==> src/rtl/core/tls_pkg.sv <==
// Package for the traffic light sequencer: phase codes, register indexes,
// reset lengths, shared structs and the BCD conversion.
// No dependencies.
`default_nettype none

package tls_pkg;

  localparam int SecsW = 7;
  localparam int CharW = 8;
  localparam int BcdW  = 8;
  localparam int IdxW  = 2;
  localparam int OutW  = 16;

  localparam logic [SecsW-1:0] SecsMin = 7'd1;
  localparam logic [SecsW-1:0] SecsMax = 7'd99;

  localparam logic [SecsW-1:0] GreenSecsRst  = 7'd10;
  localparam logic [SecsW-1:0] OrangeSecsRst = 7'd10;
  localparam logic [SecsW-1:0] RedSecsRst    = 7'd20;

  // Configuration register indexes
  localparam logic [IdxW-1:0] RegGreen  = 2'd0;
  localparam logic [IdxW-1:0] RegOrange = 2'd1;
  localparam logic [IdxW-1:0] RegRed    = 2'd2;

  // Command characters
  localparam logic [CharW-1:0] CharRed    = 8'h72;  // 'r'
  localparam logic [CharW-1:0] CharOrange = 8'h6F;  // 'o'
  localparam logic [CharW-1:0] CharGreen  = 8'h67;  // 'g'

  // Input kind carried in tuser
  localparam logic FuncTick = 1'b0;
  localparam logic FuncChar = 1'b1;

  typedef enum logic [1:0] {
    PH_GREEN  = 2'd0,
    PH_ORANGE = 2'd1,
    PH_RED    = 2'd2
  } phase_t;

  // Clamped phase lengths
  typedef struct packed {
    logic [SecsW-1:0] green;
    logic [SecsW-1:0] orange;
    logic [SecsW-1:0] red;
  } phase_len_t;

  // Sequencer state
  typedef struct packed {
    phase_t           phase;
    logic [SecsW-1:0] remaining;
    logic             locked;
  } tls_state_t;

  // One result item
  typedef struct packed {
    logic            invalid_key;
    logic [BcdW-1:0] display_bcd;
    logic            green_on;
    logic            orange_on;
    logic            red_on;
  } tls_result_t;

  // Two BCD digits of a value, clamped to 99; tens by multiply with 205/2048
  function automatic logic [BcdW-1:0] to_bcd(input logic [SecsW-1:0] v);
    logic [SecsW-1:0] x;
    logic [14:0]      prod;
    logic [3:0]       tens;
    logic [SecsW-1:0] ones;
    x    = (v > SecsMax) ? SecsMax : v;
    prod = {8'd0, x} * 15'd205;
    tens = prod[14:11];
    ones = x - SecsW'({3'd0, tens} * 7'd10);
    return {tens, ones[3:0]};
  endfunction

endpackage

`default_nettype wire

==> src/rtl/core/tls_cfg.sv <==
// Phase length registers of the traffic light sequencer, written through
// the configuration channel and clamped to 1..99 on the way out.
// Depends on tls_pkg.
`default_nettype none

module tls_cfg
  import tls_pkg::*;
(
  input  wire logic             clk,
  input  wire logic             rst,
  input  wire logic             cfg_valid,
  output      logic             cfg_ready,
  input  wire logic [IdxW-1:0]  cfg_index,
  input  wire logic [SecsW-1:0] cfg_data,
  output      phase_len_t       lengths
);

  logic [SecsW-1:0] green_secs;
  logic [SecsW-1:0] orange_secs;
  logic [SecsW-1:0] red_secs;

  assign cfg_ready = 1'b1;

  // Write the addressed register; drop writes past the last index
  always_ff @(posedge clk) begin
    if (rst) begin
      green_secs  <= GreenSecsRst;
      orange_secs <= OrangeSecsRst;
      red_secs    <= RedSecsRst;
    end else if (cfg_valid && cfg_ready) begin
      unique case (cfg_index)
        RegGreen:  green_secs  <= cfg_data;
        RegOrange: orange_secs <= cfg_data;
        RegRed:    red_secs    <= cfg_data;
        default: ;
      endcase
    end
  end

  // Clamp a stored length into 1..99
  function automatic logic [SecsW-1:0] clamp(input logic [SecsW-1:0] v);
    logic [SecsW-1:0] r;
    r = v;
    if (v == '0) r = SecsMin;
    if (v > SecsMax) r = SecsMax;
    return r;
  endfunction

  assign lengths.green  = clamp(green_secs);
  assign lengths.orange = clamp(orange_secs);
  assign lengths.red    = clamp(red_secs);

endmodule

`default_nettype wire

==> src/rtl/core/tls_step.sv <==
// Next-state and result logic of the traffic light sequencer for one
// tick or command character. Purely combinational. Depends on tls_pkg.
`default_nettype none

module tls_step
  import tls_pkg::*;
(
  input  wire logic             func,
  input  wire logic [CharW-1:0] command_char,
  input  wire phase_len_t       lengths,
  input  wire tls_state_t       state,
  output      tls_state_t       state_next,
  output      tls_result_t      result
);

  phase_t           adv_phase;
  logic [SecsW-1:0] adv_len;
  logic [SecsW-1:0] dec;
  logic             bad;

  function automatic logic [SecsW-1:0] len_of(input phase_t p, input phase_len_t l);
    logic [SecsW-1:0] r;
    unique case (p)
      PH_GREEN:  r = l.green;
      PH_ORANGE: r = l.orange;
      default:   r = l.red;
    endcase
    return r;
  endfunction

  // Follow-on phase in the green, orange, red order
  always_comb begin
    unique case (state.phase)
      PH_GREEN:  adv_phase = PH_ORANGE;
      PH_ORANGE: adv_phase = PH_RED;
      default:   adv_phase = PH_GREEN;
    endcase
    adv_len = len_of(adv_phase, lengths);
    dec     = (state.remaining != '0) ? state.remaining - 7'd1 : '0;
  end

  // Next state: tick counts down, unlocked commands override; bad keys advance
  always_comb begin
    state_next = state;
    bad        = 1'b0;
    if (func == FuncTick) begin
      if (dec == '0) begin
        state_next.phase     = adv_phase;
        state_next.remaining = adv_len;
      end else begin
        state_next.remaining = dec;
      end
    end else if (!state.locked) begin
      priority if (command_char == CharRed) begin
        state_next.phase     = PH_RED;
        state_next.remaining = lengths.red;
        state_next.locked    = 1'b1;
      end else if (command_char == CharOrange) begin
        state_next.phase     = PH_ORANGE;
        state_next.remaining = lengths.orange;
        state_next.locked    = 1'b1;
      end else if (command_char == CharGreen) begin
        state_next.phase     = PH_GREEN;
        state_next.remaining = lengths.green;
        state_next.locked    = 1'b1;
      end else begin
        bad                  = 1'b1;
        state_next.phase     = adv_phase;
        state_next.remaining = adv_len;
      end
    end
  end

  // Result: lamps and display from the state after the request
  always_comb begin
    result.red_on      = (state_next.phase == PH_RED);
    result.orange_on   = (state_next.phase == PH_ORANGE);
    result.green_on    = (state_next.phase == PH_GREEN);
    result.display_bcd = to_bcd(state_next.remaining);
    result.invalid_key = bad;
  end

endmodule

`default_nettype wire

==> src/rtl/core/traffic_light_sequencer_top.sv <==
// Traffic light sequencer: input register, step logic, result register.
// Path: a request accepted into the input register moves on to the result
// register, and so onto m_tvalid, when the result register is free or drains.
// Throughput: one request per cycle; the input register keeps accepting
// while a result waits, as long as the result register drains.
// Reset: green phase, count at the green reset length, lock cleared,
// lengths back to 10/10/20 seconds, both pipeline registers empty.
`default_nettype none

module traffic_light_sequencer_top
  import tls_pkg::*;
(
  input  wire logic             clk,
  input  wire logic             rst,
  input  wire logic             s_tvalid,
  output      logic             s_tready,
  input  wire logic [CharW-1:0] s_tdata,   // [7:0] command_char
  input  wire logic [0:0]       s_tuser,   // [0] func
  output      logic             m_tvalid,
  input  wire logic             m_tready,
  output      logic [OutW-1:0]  m_tdata,   // [0] red_on, [1] orange_on,
                                           // [2] green_on, [10:3] display_bcd,
                                           // [11] invalid_key, [15:12] zero
  input  wire logic             cfg_valid,
  output      logic             cfg_ready,
  input  wire logic [IdxW-1:0]  cfg_index,
  input  wire logic [SecsW-1:0] cfg_data
);

  phase_len_t       lengths;
  tls_state_t       state;
  tls_state_t       state_next;
  tls_result_t      step_result;
  tls_result_t      result;
  logic             in_valid;
  logic             in_func;
  logic [CharW-1:0] in_char;
  logic             out_load;

  tls_cfg u_cfg (
    .clk       (clk),
    .rst       (rst),
    .cfg_valid (cfg_valid),
    .cfg_ready (cfg_ready),
    .cfg_index (cfg_index),
    .cfg_data  (cfg_data),
    .lengths   (lengths)
  );

  tls_step u_step (
    .func         (in_func),
    .command_char (in_char),
    .lengths      (lengths),
    .state        (state),
    .state_next   (state_next),
    .result       (step_result)
  );

  // Handshake: move the held request on whenever the result slot frees up
  assign out_load = in_valid && (!m_tvalid || m_tready);
  assign s_tready = !in_valid || out_load;

  // Input register
  always_ff @(posedge clk) begin
    if (rst) begin
      in_valid <= 1'b0;
    end else if (s_tready) begin
      in_valid <= s_tvalid;
    end
  end

  always_ff @(posedge clk) begin
    if (s_tvalid && s_tready) begin
      in_func <= s_tuser[0];
      in_char <= s_tdata;
    end
  end

  // Sequencer state, advanced once per processed request
  always_ff @(posedge clk) begin
    if (rst) begin
      state.phase     <= PH_GREEN;
      state.remaining <= GreenSecsRst;
      state.locked    <= 1'b0;
    end else if (out_load) begin
      state <= state_next;
    end
  end

  // Result register
  always_ff @(posedge clk) begin
    if (rst) begin
      m_tvalid <= 1'b0;
    end else if (out_load) begin
      m_tvalid <= 1'b1;
    end else if (m_tready) begin
      m_tvalid <= 1'b0;
    end
  end

  always_ff @(posedge clk) begin
    if (out_load) begin
      result <= step_result;
    end
  end

  assign m_tdata = {4'd0, result.invalid_key, result.display_bcd,
                    result.green_on, result.orange_on, result.red_on};

  // Exactly one lamp is lit on every result
  a_one_lamp: assert property (@(posedge clk) disable iff (rst)
    m_tvalid |-> $onehot(m_tdata[2:0]))
    else $error("lamp outputs not one-hot");

  // The display never shows zero seconds
  a_display_nonzero: assert property (@(posedge clk) disable iff (rst)
    m_tvalid |-> (m_tdata[10:3] != 8'd0))
    else $error("display shows zero");

  // Once locked, the override lock stays set until reset
  a_lock_sticky: assert property (@(posedge clk) disable iff (rst)
    state.locked |=> state.locked)
    else $error("override lock cleared without reset");

  // An unknown key is only flagged while the block was unlocked
  a_bad_unlocked: assert property (@(posedge clk) disable iff (rst)
    (out_load && step_result.invalid_key) |-> !state.locked)
    else $error("invalid key flagged while locked");

endmodule

`default_nettype wire
==> config.mk <==
export PLATFORM = sky130hd
export DESIGN_NAME = traffic_light_sequencer_top
export DESIGN_NICKNAME = d
export VERILOG_FILES = /design/src/rtl/core/tls_pkg.sv /design/src/rtl/core/tls_cfg.sv /design/src/rtl/core/tls_step.sv /design/src/rtl/core/traffic_light_sequencer_top.sv
export SDC_FILE = /design/constraint.sdc
export NUM_CORES = 1
export LEC_CHECK = 0
export ABC_AREA = 1
export CAP_MARGIN = 20
export CORE_MARGIN = 2
export CORE_UTILIZATION = 60
export CTS_CLUSTER_SIZE = 30
export DETAILED_ROUTE_END_ITERATION = 7
export DONT_BUFFER_PORTS = 1
export PLACE_DENSITY = 0.76
export SYNTH_ARGS = -nofsm -noshare
export SYNTH_HDL_FRONTEND = slang
export SYNTH_HIERARCHICAL = 1
export SYNTH_SLANG_ARGS = --single-unit
==> constraint.sdc <==
create_clock -name clk -period 8.38 [get_ports clk]
set_clock_uncertainty 0.05 [all_clocks]
set_input_delay 1.257 -clock clk [delete_from_list [all_inputs] [get_ports clk]]
set_output_delay 1.257 -clock clk [all_outputs]
set_load 0.05 [all_outputs]
# ---- Word level (Yosys, flattened, before mapping)
# Cells that the tools add are included.
dict set report totals {
  register_bits 54
  in_bits 23
  output_inout_bits 19
  elab_cells 75
}
dict set report classes {
  n_addsub 2
  mul 2
  magnitude_cmp 4
  eq_ne 9
  muxes 21
  bitwise 1
  n_reduce_logical 21
}
# operator n
set ops {}
lappend ops {{$mux 7} 9}
lappend ops {{$mux 10} 3}
lappend ops {{$gt 7x7->1 const B} 4}
lappend ops {{$logic_not 7->1} 4}
lappend ops {{$eq 8x7->1 const B} 3}
lappend ops {{$mux 9} 2}
lappend ops {{$mul 7x8->15 const B} 1}
lappend ops {{$pmux 7 s2} 1}
lappend ops {{$eq 2x1->1 const B} 4}
lappend ops {{$logic_not 2->1} 4}
lappend ops {{$reduce_and 2->1} 4}
lappend ops {{$reduce_bool 7->1} 1}
lappend ops {{$sub 7x1->7 const B} 1}
lappend ops {{$eq 2x2->1 const B} 2}
lappend ops {{$mul 4x3->3 const B} 1}
lappend ops {{$mux 1} 4}
lappend ops {{$pmux 2 s2} 1}
lappend ops {{$reduce_or 4->1} 1}
lappend ops {{$sub 4x4->4} 1}
lappend ops {{$logic_and 1x1->1} 2}
lappend ops {{$logic_not 1->1} 2}
lappend ops {{$logic_or 1x1->1} 2}
lappend ops {{$mux 2} 1}
lappend ops {{$reduce_bool 2->1} 1}
lappend ops {{$not 1->1} 1}

# ---- Depth between registers and ports, before layout
# Gate-level depths: netlist of the first run.
dict set report depth {
  depth_word 14
  ltp_mapped 43
  depth_no_buf 42
}

# ---- Cells and area by module
# The synthesis of the first run kept the hierarchy.
# module n_inst cells_each area_each_um2 seq_area_each_um2
set modules_own_cells {}
lappend modules_own_cells {tls_step 1 384 2243.4 0.0}
lappend modules_own_cells {traffic_light_sequencer_top 1 99 1272.5 870.8}
lappend modules_own_cells {tls_cfg 1 183 1152.4 420.4}

# ---- Least setup slack after synthesis of the first run
# No wires, ideal clock.
dict set report synth_timing {
  path_kind {reg-to-reg}
  start {register, netlist name state[1]}
  end {register result (netlist bit m_tdata[6]), data pin}
  setup_ps 249
  arrival_time_ps 5459
  t_required_ps 8081
  setup_slack_ps 2622
  stages_incl_launch_ff 37
  n_path_buf 0
  synth_period_minus_slack_ps 5758
  cell_sequence {dfxtp_1 clkinv_1 ha_1 inv_1 nor2_1 nand3_4 inv_2 nor2_2 nor2_4 nand2_1 nor2_1 o21ai_0 nand2_1 nor2_1 nand2_1 nand2_1 inv_1 nor2_1 inv_1 ha_1 fa_1 inv_1 fa_1 inv_1 ha_1 ha_1 nand2_1 nor2_1 nand2_1 o31ai_1 xor2_1 inv_1 fa_1 xnor2_1 nand3_1 nand2_1 inv_1}
}
# element line_no
set synth_lines {}
lappend synth_lines {{end signal: assignment} traffic_light_sequencer_top.sv:103} ;# result <= step_result;
lappend synth_lines {{end: declaration} traffic_light_sequencer_top.sv:34} ;# tls_result_t result;

==> flow_summary.yaml, run 1 <==
drt:
  drt_iter0_markers: 330
  ant_nets: 0
  route.detailed.vias_per_inst: 5.402
  vias: 4073
  post_drt_wl_per_cell_um: 13.87
  dr.pass1.iters: 5
  wl_mm: 10.46
  drc: 0
clock_network:
  post_cts.repair.setup_buffers: 0
  cts_tree: "yes"
  cts_max_path_buffers: 2
  cts_hold_buf: 0
  insertion_delay_ns: 0.31
  h-tree-depth: 2
  cts_resized: 0
  cts_made_buffers: 5
  clkTransAtPathRegs_ns: 0.11
  root_buffer: "clkbuf_8"
  cts.sinks: 54
die:
  start_util: 0.6104
  ioPinCount: 42
  die_h_um: 92.21
  core_area_um2: 7647
  dieArea_um2: 8502
  die_w_um: 92.21
  placementRows: 32
finish:
  syn2layout_area_growth_pct: 1.421
  drive_gt1_frac: 0.1043
  fin_nets: 719
  final_cell_mix: "151 x nand2_1, 119 x inv_1, 80 x nor2_1, 41 x nand3_1, 36 x ha_1"
  diodes: 0
  layout_commonest_cell: "nand2_1"
timing:
  fin_crit_sh: 0.8049
  rsz0062_at_grt: "no"
  finalSetupViolCount: 0
  hold_viol_final: 0
  final_max_slew_viol_count: 0
  tightest_slew_ns: 0.6861
  fin_setup_tns_ns: 0
  fin_ws_ns: 1.635
  max_freq_mhz: 148.3
  maxSlewHeadroom: 0.5377
  fin_crit_ns: 6.745
power:
  ir_worst_vdd_uv: 102.5
  p_leak_nw: 2.517
  power.density_nw_per_um2: 219.2
hold_path:
  hold_depth: 2
  hp-class: "flip-flop to flip-flop"
  hold_end: "u_cfg/orange_secs[3]"
  min_from: "u_cfg/orange_secs[3]"
global_route:
  grt_pass1_wl_mm: 17.35
  track_usage: 0.2533
  grt_pass1_vias: 3788
  antenna_found_initial: 0
  grt_overflow: 0
  grt_max_degree: 22
setup_path:
  cp_common_cell: "nand2_1"
  worst_setup_path_end_kind: "flip-flop"
  cp_slowest_stage_delay_ns: 0.44
  cp_max_fo: 9
  r2r_start: "state[1]"
  critPathArrivalTime_ns: 6.77
  r2r_slack_ns: 1.64
  path_class: "flip-flop to flip-flop"
  timing.rr.end: "m_tdata[6]"
  path_buf_inv: 8
  critPathSlowestCell: "fa_1"
  cpLargestDelayFamily: "adder cells"
  cp_data_required_time_ns: 8.41
  cp-start-kind: "flip-flop"
  r2r_cells: 36
placed_design:
  dp.final_hpwl_mm: 8.336
  dp_slack_ns: 1.772
  io_buffers: 0
  gp_congestion: 0.9818
yosys:
  synthMuxAreaShare: 0
  synth_top_family_by_area: "simple AND/OR/NAND/NOR gates"
  ys_seq_area_frac: 0.2766
  synth_cells: 666
  synth-xor-area-share: 0.007505
  synth_area_um2: 4668
  synthAdderAreaFrac: 0.1351
  yosysWarnings: 6
  synth-seq-cells: 54
  avgSynthCellArea_um2: 7.009
  ys_types: 50
  synth_simple_gate_area_frac: 0.3324
  synth_compound_gate_area_share: 0.09729
status:
  status: "complete, no violations"
flow_run:
  maxCapViolations: 0
how the worst max path moves through the flow:
stage / from / endpoint / slack, ns / cells after the start
floorplan: state[1] / m_tdata[6] / 2.62 / 36
global placement: state[1] / m_tdata[6] / 2.00 / 36
detailed placement: state[1] / m_tdata[6] / 1.77 / 36
CTS: state[1] / m_tdata[6] / 1.72 / 36
global route: state[1] / m_tdata[6] / 1.13 / 36
finish: state[1] / m_tdata[6] / 1.64 / 36
flip-flops by register name, indices dropped and copies added, names as in the netlist:
| register | cells |
|---|---|
| u_cfg/red_secs | 7 |
| u_cfg/green_secs | 7 |
| u_cfg/orange_secs | 7 |
| in_valid | 1 |
| m_tdata | 12 |
| state | 10 |
| in_char | 8 |
| in_func | 1 |
| m_tvalid | 1 |
metrics by stage:
step           hold WS, ns  cells  total power (W)  area (µm²)  utilization
2_1_floorplan       0.3789    669        0.0007590        4679            -
3_3_place_gp        0.3908    746        0.0008428        4618       0.6039
3_5_place_dp        0.4030    746        0.0008591        4618       0.6039
4_1_cts             0.4304    754         0.001039        4735       0.6191
5_1_grt             0.4639    754         0.001124        4735       0.6191
6_report            0.4316    754         0.001038        4735       0.6191
logic make-up after synthesis:
logic type	Yosys count
compound gates	74
xor+xnor	4
fa+ha+maj	45
buf+inv	156
flops	54
other cells	2
simple gates	331
worst register-to-register path: cells and delay by family (launching register included):
family | cells | cell delay, ns
AOI/OAI and AO/OA | 2 | 0.49
DFF | 1 | 0.35
buffers and inverters | 8 | 0.75
xor gates and xnor gates | 2 | 0.45
and+or+nand+nor | 17 | 2.03
adders and majority gates | 7 | 2.41
synth_stat cells, drive strengths merged:
| library cell | instances | area share |
|---|---|---|
| a21boi | 1 | 0.0016 |
| xnor2 | 1 | 0.0019 |
| inv | 128 | 0.10 |
| edfxtp | 21 | 0.14 |
| nand3 | 53 | 0.071 |
| o221ai | 1 | 0.0019 |
| clkinv | 1 | 0.00080 |
| a311oi | 1 | 0.0019 |
| o21bai | 2 | 0.0040 |
| conb | 2 | 0.0016 |
| a21oi | 35 | 0.042 |
| o21ai | 20 | 0.023 |
| a22oi | 2 | 0.0032 |
| bufinv | 1 | 0.0038 |
| a221oi | 1 | 0.0019 |
| o211ai | 5 | 0.0091 |
| xor2 | 3 | 0.0056 |
| a2111oi | 1 | 0.0019 |
| o22ai | 2 | 0.0027 |
| fa | 9 | 0.039 |
| o31ai | 1 | 0.0016 |
| dfxtp | 33 | 0.14 |
| ha | 36 | 0.096 |
| o21a | 1 | 0.0016 |
| nor2 | 90 | 0.082 |
| nand4 | 9 | 0.015 |
| or2 | 1 | 0.0013 |
| buf | 19 | 0.034 |
| nand3b | 7 | 0.011 |
| clkbuf | 7 | 0.0078 |
| a31oi | 1 | 0.0013 |
| nand2 | 163 | 0.14 |
| nor3 | 8 | 0.013 |
routing by layer:
metal	vias to the layer above	track usage	part of all wire
li1	2057	-	-
met3	21	0.04437	0.074
met2	156	0.4234	0.45
met5	-	0	0
met1	1839	0.3479	0.46
met4	0	0.04726	0.017
power breakdown:
group / switching [W] / total (W) / internal (W)
Clock: 0.0000889 / 0.000175 / 0.0000865
Combinational: 0.000311 / 0.000487 / 0.000176
Sequential: 0.0000624 / 0.000376 / 0.000313
Total: 0.000462 / 0.00104 / 0.000576
area by class of cell:
type                       count  area (µm²)
clock inverter                 1       8.758
inverter                     130       501.7
clock buffer                   7       107.6
timing repair buffer           1       7.507
multi-input combinational    459        2690
tap                          102       127.6
sequential                    54        1291
fill                         707        2913
(Power assumes the default switching activity.)
==> inputs of run 2 (changes only) <==
--- a/config.mk
+++ b/config.mk
@@ -5,14 +5,14 @@
 export SDC_FILE = /design/constraint.sdc
 export NUM_CORES = 1
 export LEC_CHECK = 0
-export ABC_AREA = 1
+export ABC_AREA = 0
 export CAP_MARGIN = 20
 export CORE_MARGIN = 2
-export CORE_UTILIZATION = 60
+export CORE_UTILIZATION = 59
 export CTS_CLUSTER_SIZE = 30
 export DETAILED_ROUTE_END_ITERATION = 7
 export DONT_BUFFER_PORTS = 1
-export PLACE_DENSITY = 0.76
+export PLACE_DENSITY = 0.78
 export SYNTH_ARGS = -nofsm -noshare
 export SYNTH_HDL_FRONTEND = slang
 export SYNTH_HIERARCHICAL = 1
==> constraint.sdc (replaced) <==
create_clock -name clk -period 5.6 [get_ports clk]
set_clock_uncertainty 0.05 [all_clocks]
set_input_delay 0.84 -clock clk [delete_from_list [all_inputs] [get_ports clk]]
set_output_delay 0.84 -clock clk [all_outputs]
set_load 0.05 [all_outputs]
==> run 2 against run 1 <==
The run now ends with negative setup slack left. Die area is 6.2% lower. Final cell count is 15% lower. Critical endpoint unchanged. Via count is 10% lower. Utilization is 13 points higher. Count of clock-buffer cells in the layout is 1 lower. Critical path type unchanged. Highest routed layer unchanged. Non-clock buffer count is 90 higher. Setup slack worse by 2.0 ns.
==> flow_summary.yaml, run 2 <==
placed_design:
  gp_congestion: 0.9134
  io_buffers: 0
  dp.final_hpwl_mm: 7.789
  dp.cells: 616
yosys:
  synth.cells.most_frequent: "49 x nor2_1, 42 x mux2i_1, 36 x ha_1"
  synth_cells: 469
  yosysWarnings: 6
  synthTopCellsByArea: "dfxtp_1 15%, edfxtp_1 15%, ha_1 10%"
  synth_area_um2: 4293
  ys_async_sr_fraction: 0
  synth_edf_count: 21
  synth_most_common_cell: "nor2_1"
  ys_seq_area_frac: 0.3008
  ys_types: 68
  synth_top_area_share: 0.1539
  synth-seq-cells: 54
  synth_top_area_cell: "dfxtp_1"
  ys.flop_type: "dfxtp_1"
  avgSynthCellArea_um2: 9.153
drt:
  vias: 3663
  route.detailed.vias_per_inst: 5.732
  dr.pass1.iters: 4
  drt_iter0_markers: 192
  post_drt_wl_per_cell_um: 16.76
  wl_mm: 10.71
  drc: 0
  ant_nets: 0
timing:
  rsz0062_at_grt: "yes"
  maxSlewHeadroom: 0.4523
  fin_ws_ns: -0.3884
  tightest_slew_ns: 0.8215
  hold_viol_final: 0
  max_freq_mhz: 167.0
  finalSetupViolCount: 2
  fin_crit_ns: 5.988
  final_max_slew_viol_count: 0
  fin_crit_sh: 1.069
clock_network:
  cts_max_path_buffers: 2
  cts_made_buffers: 5
  h-tree-depth: 2
  clkTransAtPathRegs_ns: 0.10
  cts.sinks: 54
  cts_tree: "yes"
  insertion_delay_ns: 0.31
  root_buffer: "clkbuf_8"
  cts_hold_buf: 0
hold_path:
  hold_end: "u_cfg/red_secs[0]"
  hold_depth: 2
  hp-class: "flip-flop to flip-flop"
  min_from: "u_cfg/red_secs[0]"
die:
  ioPinCount: 42
  placementRows: 31
  dieArea_um2: 7974
  die_w_um: 89.30
  die_h_um: 89.30
  start_util: 0.6015
  core_area_um2: 7137
finish:
  final_cell_count_no_fill: 639
  final_cell_mix: "89 x buf_4, 44 x nor2_1, 41 x mux2i_1, 31 x dfxtp_1, 27 x inv_1"
  finish.utilization: 0.7535
  layout_commonest_cell: "buf_4"
  syn2layout_area_growth_pct: 25.27
  diodes: 0
  drive_gt1_frac: 0.3278
  largest_register_ffs: 12
  fin_nets: 607
setup_path:
  r2r_start: "in_char[3]"
  critPathArrivalTime_ns: 6.01
  worstSetupStartpoint: "in_char[3]"
  r2r_slack_ns: -0.39
  cp_data_required_time_ns: 5.62
  cp-start-kind: "flip-flop"
  worst_setup_path_end_kind: "flip-flop"
  path_class: "flip-flop to flip-flop"
  r2r_cells: 25
  timing.rr.end: "m_tdata[6]"
  cp_max_fo: 4
global_route:
  track_usage: 0.2731
  grt_pass1_vias: 3680
  grt_max_degree: 44
  antenna_found_initial: 0
  grt_overflow: 0
  grt_pass1_wl_mm: 16.87
status:
  violations: "negative setup slack"
  status: "complete, but fails checks"
flow_run:
  maxCapViolations: 0
power:
  p_leak_nw: 2.329
  power.density_nw_per_um2: 309.1
  ir_worst_vdd_uv: 154.3
[run 2: cell count changes after synthesis, sizes merged, moves of 10 or more]
cell,before,now
a21oi,35,21
and2,0,10
inv,128,34
mux2i,0,42
nand2,163,24
nand2b,0,19
nand3,53,5
nor2,90,50
nor2b,0,12
[run 2: how the worst max path moves through the flow]
stage                            end  slack, ns  cells past startpoint
after floorplan           m_tdata[6]      -0.13                     30
after global placement    m_tdata[6]      -0.21                     27
after detailed placement  m_tdata[6]      -0.50                     25
after CTS                 m_tdata[6]      -0.28                     27
after global routing      m_tdata[6]      -0.59                     25
final                     m_tdata[6]      -0.39                     25
[run 2: cell type report]
| cell class | instances | area [µm²] |
|---|---|---|
| multi-input cells | 353 | 3032 |
| clock inverters | 2 | 37.54 |
| inverters | 34 | 127.6 |
| clock buffers | 6 | 72.57 |
| repair buffers | 91 | 690.7 |
| flip-flops and latches | 54 | 1294 |
| fillers | 513 | 1759 |
| well taps | 99 | 123.9 |
[run 2: per-layer routing]
layer  routed length (µm)  track usage  up-vias
met5                    0            0        -
met4                  429       0.1506        0
met3                  392      0.04063       40
met2                 5811       0.5098      110
met1                 4077       0.2920     1744
li1                     -            -     1769
[run 2: cell families after synthesis]
logic type	synth area share
simple gates	0.2046
compound gates	0.1463
buf+inv	0.07286
flops	0.3008
mux	0.1084
fa+ha+maj	0.1469
xor+xnor	0.01836
other cells	0.001749
[run 2: stage by stage]
stage	setup WS [ns]	cell area, µm²	TNS, ns	hold slack (ns)	power, W
finish	-0.3884	5378	-0.4059	0.4667	0.001662
global route	-0.5940	5378	-0.7506	0.4918	0.001770
CTS	-0.2820	5289	-0.2820	0.4629	0.001596
detailed placement	-0.5040	4893	-0.6115	0.4401	0.001205
global placement	-0.2147	4893	-0.2147	0.4292	0.001167
floorplan	-0.1291	4384	-0.1291	0.3975	0.001034
[run 2: report_power, final]
group / switching (W) / leakage, nW / internal, W
sequential: 0.0000826 / 0.469 / 0.000464
combinational: 0.000428 / 1.81 / 0.000423
clock: 0.000132 / 0.0514 / 0.000134
total: 0.000642 / 2.33 / 0.00102
[run 2: what timing repair did]
item,4_1_cts,5_1_grt
pin swaps,32,25
endpoints found under the setup margin,2,2
setup buffers,12,3
gates resized for setup,35,17
[run 2: worst max-delay path: stages, from the launching register on]
cell	delay, ns
edfxtp_1	0.41
or4b_4	0.61
nor2_4	0.20
buf_4	0.14
a211oi_2	0.04
a211oi_2	0.26
o22ai_2	0.12
buf_4	0.17
and2b_1	0.20
ha_4	0.27
ha_1	0.18
or2_2	0.31
fa_1	0.54
ha_4	0.22
ha_4	0.27
nand4_1	0.16
nor2_2	0.21
o31ai_4	0.11
nand2_2	0.10
xor2_2	0.17
ha_2	0.20
inv_2	0.04
fa_2	0.35
xnor2_2	0.15
xnor2_1	0.20
xnor2_1	0.08
==> inputs of run 3 (changes only) <==
--- a/config.mk
+++ b/config.mk
@@ -13,6 +13,7 @@
 export DETAILED_ROUTE_END_ITERATION = 7
 export DONT_BUFFER_PORTS = 1
 export PLACE_DENSITY = 0.78
+export SKIP_LAST_GASP = 1
 export SYNTH_ARGS = -nofsm -noshare
 export SYNTH_HDL_FRONTEND = slang
 export SYNTH_HIERARCHICAL = 1
==> run 3 against run 2 <==
The run still ends with negative setup slack left. Setup slack about the same. Non-clock buffer count unchanged. Sequential power about the same. Worst hold slack improved by 0.00053 ns. Register-to-register slack barely moved. Combinational power about the same. Flip-flop and latch count is the same. Die area did not move. Sequential share of layout area unchanged. Maximum frequency hardly changed. Count of clock-buffer cells in the layout unchanged.
==> flow_summary.yaml, run 3 (same netlist as run 2, synthesis figures left out) <==
status:
  status: "complete, but fails checks"
  violations: "negative setup slack"
setup_path:
  cp_max_fo: 4
  r2r_slack_ns: -0.39
  cp_common_cell: "ha_4"
  cpLargestDelayFamily: "adder cells"
  worst_setup_path_end_kind: "flip-flop"
  cp_slowest_stage_delay_ns: 0.61
  cp_data_required_time_ns: 5.62
  critPathArrivalTime_ns: 6.01
  critPathSlowestCell: "or4b_4"
  path_class: "flip-flop to flip-flop"
  cp-start-kind: "flip-flop"
  path_buf_inv: 3
timing:
  final_max_slew_viol_count: 0
  fin_crit_sh: 1.069
  finalSetupViolCount: 2
  fin_ws_ns: -0.3888
  tightest_slew_ns: 0.8156
  hold_viol_final: 0
  rsz0062_at_grt: "yes"
  maxSlewHeadroom: 0.4539
  fin_crit_ns: 5.989
  max_freq_mhz: 167.0
  fin_setup_tns_ns: -0.4089
clock_network:
  cts.sinks: 54
  root_buffer: "clkbuf_8"
  cts_hold_buf: 0
  cts_tree: "yes"
  h-tree-depth: 2
  clkTransAtPathRegs_ns: 0.10
  insertion_delay_ns: 0.31
  cts_made_buffers: 5
  cts_max_path_buffers: 2
power:
  switchingPower_w: 0.0006424
  power.density_nw_per_um2: 309.2
  seqPwrFrac: 0.329
  clockPowerShare: 0.160
  ir_worst_vdd_uv: 138.7
  internal_power_w: 0.001020
  switching_share: 0.3863
  finalPower_w: 0.001663
  p_leak_nw: 2.329
  comb_power_share: 0.512
die:
  die_h_um: 89.30
  ioPinCount: 42
  placementRows: 31
  die_w_um: 89.30
  start_util: 0.6015
  dieArea_um2: 7974
  core_area_um2: 7137
hold_path:
  hp-class: "flip-flop to flip-flop"
drt:
  drt_iter0_markers: 172
  ant_nets: 0
  drc: 0
  wl_mm: 10.76
  dr.pass1.iters: 6
  post_drt_wl_per_cell_um: 16.84
  vias: 3650
  route.detailed.vias_per_inst: 5.712
placed_design:
  dp.final_hpwl_mm: 7.789
  placed_area_um2: 4893
  gp_congestion: 0.9134
  dp.cells: 616
  io_buffers: 0
finish:
  final_cell_mix: "89 x buf_4, 44 x nor2_1, 41 x mux2i_1, 31 x dfxtp_1, 27 x inv_1"
  syn2layout_area_growth_pct: 25.27
  layout_commonest_cell: "buf_4"
  regArea_um2: 1294
  final_cell_count_no_fill: 639
  fillers: 515
  final_area_um2: 5378
  largest_register_ffs: 12
  diodes: 0
  drive_gt1_frac: 0.3278
  fin_nets: 607
  multi_input_area_um2: 3032
flow_run:
  maxCapViolations: 0
global_route:
  grt_pass1_vias: 3691
  grt_overflow: 0
  grt_pass1_wl_mm: 16.87
  grt_max_degree: 44
  antenna_found_initial: 0
  track_usage: 0.2731
## run 3: cell counts in the layout (fill, tap and decap cells not counted)
Identical to the previous run, type by type.
## run 3: final timing paths
check	cells after the start	startpoint	end
min	2	u_cfg/red_secs[0]	u_cfg/red_secs[0]
max	25	in_char[3]	m_tdata[6]
max reg2reg	25	in_char[3]	m_tdata[6]
min reg2reg	2	u_cfg/red_secs[0]	u_cfg/red_secs[0]
## run 3: timing repair
item	in CTS	in global routing
gates cloned	0	0
pin swaps	32	24
resized for setup	31	19
setup endpoints to repair	2	2
endpoints found under the hold margin	0	0
buffers inserted	12	3
## run 3: routing by layer
layer	vias to the layer above	global-route usage	wire length (µm)
met3	45	0.04063	390
li1	1765	-	-
met4	0	0.1506	485
met2	114	0.5111	5723
met5	-	0	0
met1	1726	0.2908	4163
## run 3: area by class of cell
class                           instances  area share
Timing Repair Buffer                   91      0.1284
Clock inverter                          2    0.006980
Clock buffer                            6     0.01349
Tap cell                               99     0.02303
Sequential cell                        54      0.2406
Multi-Input combinational cell        353      0.5638
Inverter                               34     0.02373
## run 3: worst min-delay path: cells and delay by family, from the launching register on
kind,cells,cell delay (ns)
and+or+nand+nor,1,0.07
muxes,1,0.07
DFF,1,0.35
## run 3: power by group through the flow
stage	Combinational [W]	Clock [W]	Sequential (W)
CTS	0.000764	0.000269	0.000547
finish	0.000851	0.000266	0.000546
floorplan	0.000484	0	0.000550
detailed placement	0.000649	0	0.000556
global route	0.000929	0.000288	0.000552
global placement	0.000613	0	0.000554
## run 3: per-stage QoR
stage | setup WS [ns] | hold slack (ns) | util
finish | -0.3888 | 0.4672 | 0.7535
global route | -0.5940 | 0.4918 | 0.7535
CTS | -0.2873 | 0.4629 | 0.7388
detailed placement | -0.5040 | 0.4401 | 0.6857
global placement | -0.2147 | 0.4292 | 0.6857
floorplan | -0.1291 | 0.3975 | -
